$ cat config.mk
export PLATFORM = sky130hd
export DESIGN_NAME = yt_ctrl
export DESIGN_NICKNAME = d
export VERILOG_FILES = /design/src/hw/rtl/yt_pkg.sv /design/src/hw/rtl/yt_ctrl.sv
export SDC_FILE = /design/constraint.sdc
export NUM_CORES = 1
export LEC_CHECK = 0
export ABC_AREA = 0
export BUFFER_PORTS_ARGS = -buffer_cell sky130_fd_sc_hd__buf_2
export CAP_MARGIN = 40
export CORE_AREA = 2 2 39 41
export CTS_BUF_LIST = sky130_fd_sc_hd__clkbuf_16
export DETAILED_ROUTE_END_ITERATION = 6
export DIE_AREA = 0 0 41 43
export GPL_ROUTABILITY_DRIVEN = 0
export PLACE_DENSITY_LB_ADDON = 0.1
export SLEW_MARGIN = 10
export SYNTH_ARGS = -nofsm -noshare
export SYNTH_HDL_FRONTEND = slang
export SYNTH_SLANG_ARGS = --single-unit
export TNS_END_PERCENT = 30
$ cat constraint.sdc
create_clock -name clk_i -period 4.3 [get_ports clk_i]
set_clock_uncertainty 0.2 [all_clocks]
set_input_delay 1.29 -clock clk_i [delete_from_list [all_inputs] [get_ports clk_i]]
set_output_delay 1.29 -clock clk_i [all_outputs]
set_load 0.1 [all_outputs]
$ cat src/hw/rtl/yt_pkg.sv
// ----------------------------------------------------------------------------
// yt_pkg
// shared types for the young tableau row insertion block
// ----------------------------------------------------------------------------
package yt_pkg;

  typedef struct packed {
    logic               start_new;
    logic signed [15:0] element;
  } in_t;

  typedef struct packed {
    logic [5:0] new_row;
    logic [5:0] new_column;
    logic [6:0] insert_number;
    logic       overflow;
  } out_t;

  typedef struct packed {
    logic load;
    logic len_cap;
    logic scan;
    logic dec;
    logic bump;
    logic fin;
    logic ovf;
  } cmd_t;

  typedef struct packed {
    logic full;
    logic c_zero;
    logic cmp_ge;
    logic c_eq_len;
    logic c_at_max;
    logic r_last;
    logic slot_free;
  } sts_t;

endpackage

$ cat src/hw/rtl/yt_ctrl.sv
// ----------------------------------------------------------------------------
// yt_ctrl
// sequencer for row walk, column scan and bump of one insertion
// ----------------------------------------------------------------------------
module yt_ctrl (
  input  logic          clk_i,
  input  logic          rst_ni,
  input  logic          in_valid_i,
  output logic          in_stall_o,
  input  yt_pkg::sts_t  sts_i,
  output yt_pkg::cmd_t  cmd_o
);
  import yt_pkg::*;

  typedef enum logic [2:0] {
    IDLE, ROWRD, LENCAP, SCAN, CMP, DECIDE, BUMPRD, BUMP
  } state_e;

  state_e state_q, state_d;
  logic   fin_q, fin_d;
  logic   ovf_q, ovf_d;

  assign in_stall_o = (state_q != IDLE) || fin_q || ovf_q;

  always_comb begin
    state_d = state_q;
    fin_d   = fin_q;
    ovf_d   = ovf_q;
    cmd_o   = '0;
    if (fin_q) begin
      cmd_o.fin = sts_i.slot_free;
      if (sts_i.slot_free) fin_d = 1'b0;
    end else if (ovf_q) begin
      cmd_o.ovf = sts_i.slot_free;
      if (sts_i.slot_free) ovf_d = 1'b0;
    end else begin
      unique case (state_q)
        IDLE: begin
          if (in_valid_i) begin
            cmd_o.load = 1'b1;
            if (sts_i.full) ovf_d = 1'b1;
            else state_d = ROWRD;
          end
        end
        ROWRD: state_d = LENCAP;
        LENCAP: begin
          cmd_o.len_cap = 1'b1;
          state_d = SCAN;
        end
        SCAN: begin
          if (sts_i.c_zero) begin
            state_d = DECIDE;
          end else begin
            cmd_o.scan = 1'b1;
            state_d = CMP;
          end
        end
        CMP: begin
          if (sts_i.cmp_ge) begin
            cmd_o.dec = 1'b1;
            state_d = SCAN;
          end else begin
            state_d = DECIDE;
          end
        end
        DECIDE: begin
          if (sts_i.c_eq_len) begin
            state_d = IDLE;
            if (sts_i.c_at_max) ovf_d = 1'b1;
            else fin_d = 1'b1;
          end else begin
            state_d = BUMPRD;
          end
        end
        BUMPRD: state_d = BUMP;
        BUMP: begin
          cmd_o.bump = 1'b1;
          if (sts_i.r_last) begin
            state_d = IDLE;
            ovf_d = 1'b1;
          end else begin
            state_d = ROWRD;
          end
        end
        default: state_d = IDLE;
      endcase
    end
  end

  always_ff @(posedge clk_i or negedge rst_ni) begin
    if (!rst_ni) begin
      state_q <= IDLE;
      fin_q   <= 1'b0;
      ovf_q   <= 1'b0;
    end else begin
      state_q <= state_d;
      fin_q   <= fin_d;
      ovf_q   <= ovf_d;
    end
  end

endmodule

==> reports/summary.md <==
Clocking
• 30 ps — clock transition at the registers of the reported paths
• done — CTS tree
• 0 — cts-stage hold buffer count
• 1 — H-tree levels
• 2 — maximum count of clock buffers along a single path
• 5 — clk sinks
• 0 — post_cts resized
• 220 ps — clock latency on the worst-skew pair
• sky130_fd_sc_hd__clkbuf_16 — Clock Tree Root
• 0 — buffers inserted by post-CTS timing repair
• 3 — number of buffers created by CTS

Die
• 41 µm — die width
• 0.298 — Initial Util
• 43 µm — Vert. Die Dim
• 0.00176 mm² — area of the die
• 0.00138 mm² — Floorplan Core Area
• 18 — top-level port count
• 14 — number of placement rows

Critical path
• input port — kind of start point of the critical path
• 2810 ps — required time worst endpoint
• 2070 ps — worst path arrival time
• output pin — critical path endpoint category
• in2out — Worst Setup Path Type
• 3 — critical-path maximum fanout

Timing
• 0 — count of final max-slew check failures
• 0 — final count of negative-setup-slack endpoints
• 281 MHz — highest clock frequency the design can meet
• 0.680 — relative slew slack
• 3560 ps — final critical-path required period
• 0 ps — Sum Neg Setup Slack
• 0.828 — portion of the clock cycle consumed by the worst path in the final layout
• no — unrepaired setup endpoints after global routing
• 484 ps — worst slew pin tran
• 0 — number of hold-slack violations in the final timing report

Yosys
• 31 — Distinct cells, synth
• 0.303 — sequential share of the synthesized area
• 59 — net count of the mapped netlist
• 5 — register bit count reported by yosys
• 413 µm² — synthesized area
• 49 — Cells after Synth
• 8.43 µm² — synthesized area per cell
• 0 — Yosys warning count

Finish
• 78 — count of nets after finishing
• 42.1% — area growth from synthesis to final layout
• 267 µm² — footprint of the multi-input gates
• 0.424 — utilization after layout
• sky130_fd_sc_hd__buf_2 — most common cell after layout, fill and taps aside
• 0 — number of inserted diodes
• 125 µm² — Sequential cell area
• 0.403 — fraction of final layout cells sized beyond drive strength 1
• 146 — fill cell instance count of the final layout
• sky130_fd_sc_hd__buf_2 (17), sky130_fd_sc_hd__nand2_1 (5), sky130_fd_sc_hd__dfrtp_1 (5) — most frequent cells in the layout

Detailed routing
• 4 — Pre-antenna DRT Iters
• 0 — DRT antenna net count
• 952 µm — total routed wirelength
• 9 — iteration-0 DRC count of the detailed router
• 11.5 µm — Wirelength per Cell
• 5.19 — via density per instance
• 0 — remaining design rule violation count
• 431 — number of vias after detailed routing

Pwr
• 0.000287 µW — leak pwr
• 0.218 — Flop pwr share
• 285 µW — switching power total
• 0.000429 V — worst-case vdd ir drop
• 0.517 — Sw Ratio
• 0.268 — Clock Power Share
• 0.514 — share of total power in combinational logic
• 266 µW — cell internal power dissipation
• 940 mW/mm² — power density relative to cell area

Global routing
• 0 — antenna violations before repair
• 1620 µm — wire length of the first global-routing pass
• 0 — overall overflow remaining after global route
• 376 — number of global-route vias before repair
• 0.136 — total track usage
• 14 — maximum number of pins on one net before global-route repair

Outcome
• finished clean — status

Run
• 0 — count of max-cap constraint violations

Placement
• 17 — number of port buffers
• 712 µm — HPWL after detailed placement

Worst hold path
• reg2reg — Worst Hold Class

## sequential cells by signal (all words and copies together), names as in the netlist
register  flops
state_q       3
ovf_q         1
fin_q         1
## worst max-delay path: stages
cell	delay [ps]
sky130_fd_sc_hd__buf_2	90
sky130_fd_sc_hd__nand2_1	80
sky130_fd_sc_hd__nor4_4	150
sky130_fd_sc_hd__buf_2	460
## path summary, 6_finish.rpt
kind	start	endpoint	slack, ps	cells after the start
min reg2reg	fin_q$_DFF_PN0_	fin_q$_DFF_PN0_	470	2
min in group asynchronous	rst_ni	state_q[0]$_DFFE_PN0P_	670	1
max	sts_i[4]	cmd_o[3]	740	4
max reg2reg	state_q[1]$_DFFE_PN0P_	state_q[2]$_DFFE_PN0P_	2700	3
min	fin_q$_DFF_PN0_	fin_q$_DFF_PN0_	470	2
max in group asynchronous	rst_ni	fin_q$_DFF_PN0_	3100	1
## layout make-up
class | count | area share
multi-input combinational | 38 | 0.454
sequential | 5 | 0.213
timing repair buffer | 17 | 0.145
clock buffer | 3 | 0.128
tap | 16 | 0.0341
inverter | 3 | 0.0192
clock inverter | 1 | 0.00640
## power by group through the flow
stage	combinational (µW)	clock [µW]	sequential (µW)
floorplan	292	0	79.7
global placement	287	0	122
detailed placement	285	0	120
CTS	286	151	119
global route	301	157	127
finish	283	148	120
## stage by stage
stage / worst slack [ps] / total power (µW) / std cells / cell area, µm² / hold WS, ps
2_1_floorplan: 231 / 372 / 49 / 428 / 382
3_3_place_gp: 746 / 409 / 79 / 508 / 474
3_5_place_dp: 741 / 404 / 79 / 508 / 449
4_1_cts: 741 / 556 / 83 / 587 / 461
5_1_grt: 696 / 585 / 83 / 587 / 508
6_report: 741 / 551 / 83 / 587 / 465
## logic make-up after synthesis
logic type             after synthesis  synth area share
flip-flops                           5             0.303
AO/OA/AOI/OAI                       12             0.215
AND/OR/NAND/NOR                     26             0.394
buffers and inverters                6            0.0879
## synth_stat cells, drive strengths merged
| cell | count | area share |
|---|---|---|
| nor3b | 1 | 0.030 |
| a21o | 1 | 0.018 |
| or4b | 1 | 0.033 |
| nand3b | 2 | 0.036 |
| and4 | 1 | 0.021 |
| dfrtp | 5 | 0.30 |
| and3 | 2 | 0.030 |
| a21oi | 2 | 0.024 |
| or2b | 1 | 0.021 |
| o21ai | 3 | 0.045 |
| o2111ai | 1 | 0.021 |
| nor2 | 4 | 0.036 |
| buf | 1 | 0.018 |
| o32ai | 1 | 0.021 |
| nor4 | 1 | 0.015 |
| nor2b | 1 | 0.015 |
| nand2 | 5 | 0.045 |
| and2b | 1 | 0.021 |
| o2bb2ai | 1 | 0.021 |
| o31ai | 1 | 0.018 |
| nand4b | 1 | 0.021 |
| a221o | 1 | 0.024 |
| or2 | 1 | 0.015 |
| nand3 | 2 | 0.024 |
| nor3 | 1 | 0.012 |
| clkbuf | 2 | 0.042 |
| inv | 3 | 0.027 |
| a22o | 1 | 0.021 |
| nand4 | 1 | 0.015 |
## per-layer routing
| metal | vias to the layer above | track usage | part of all wire |
|---|---|---|---|
| li1 | 218 | - | - |
| met1 | 199 | 0.192 | 0.50 |
| met2 | 14 | 0.172 | 0.43 |
| met3 | 0 | 0.0628 | 0.070 |
| met4 | 0 | 0.0600 | 0 |
| met5 | - | 0 | 0 |
Note: power is estimated with default switching activity, not from simulation.
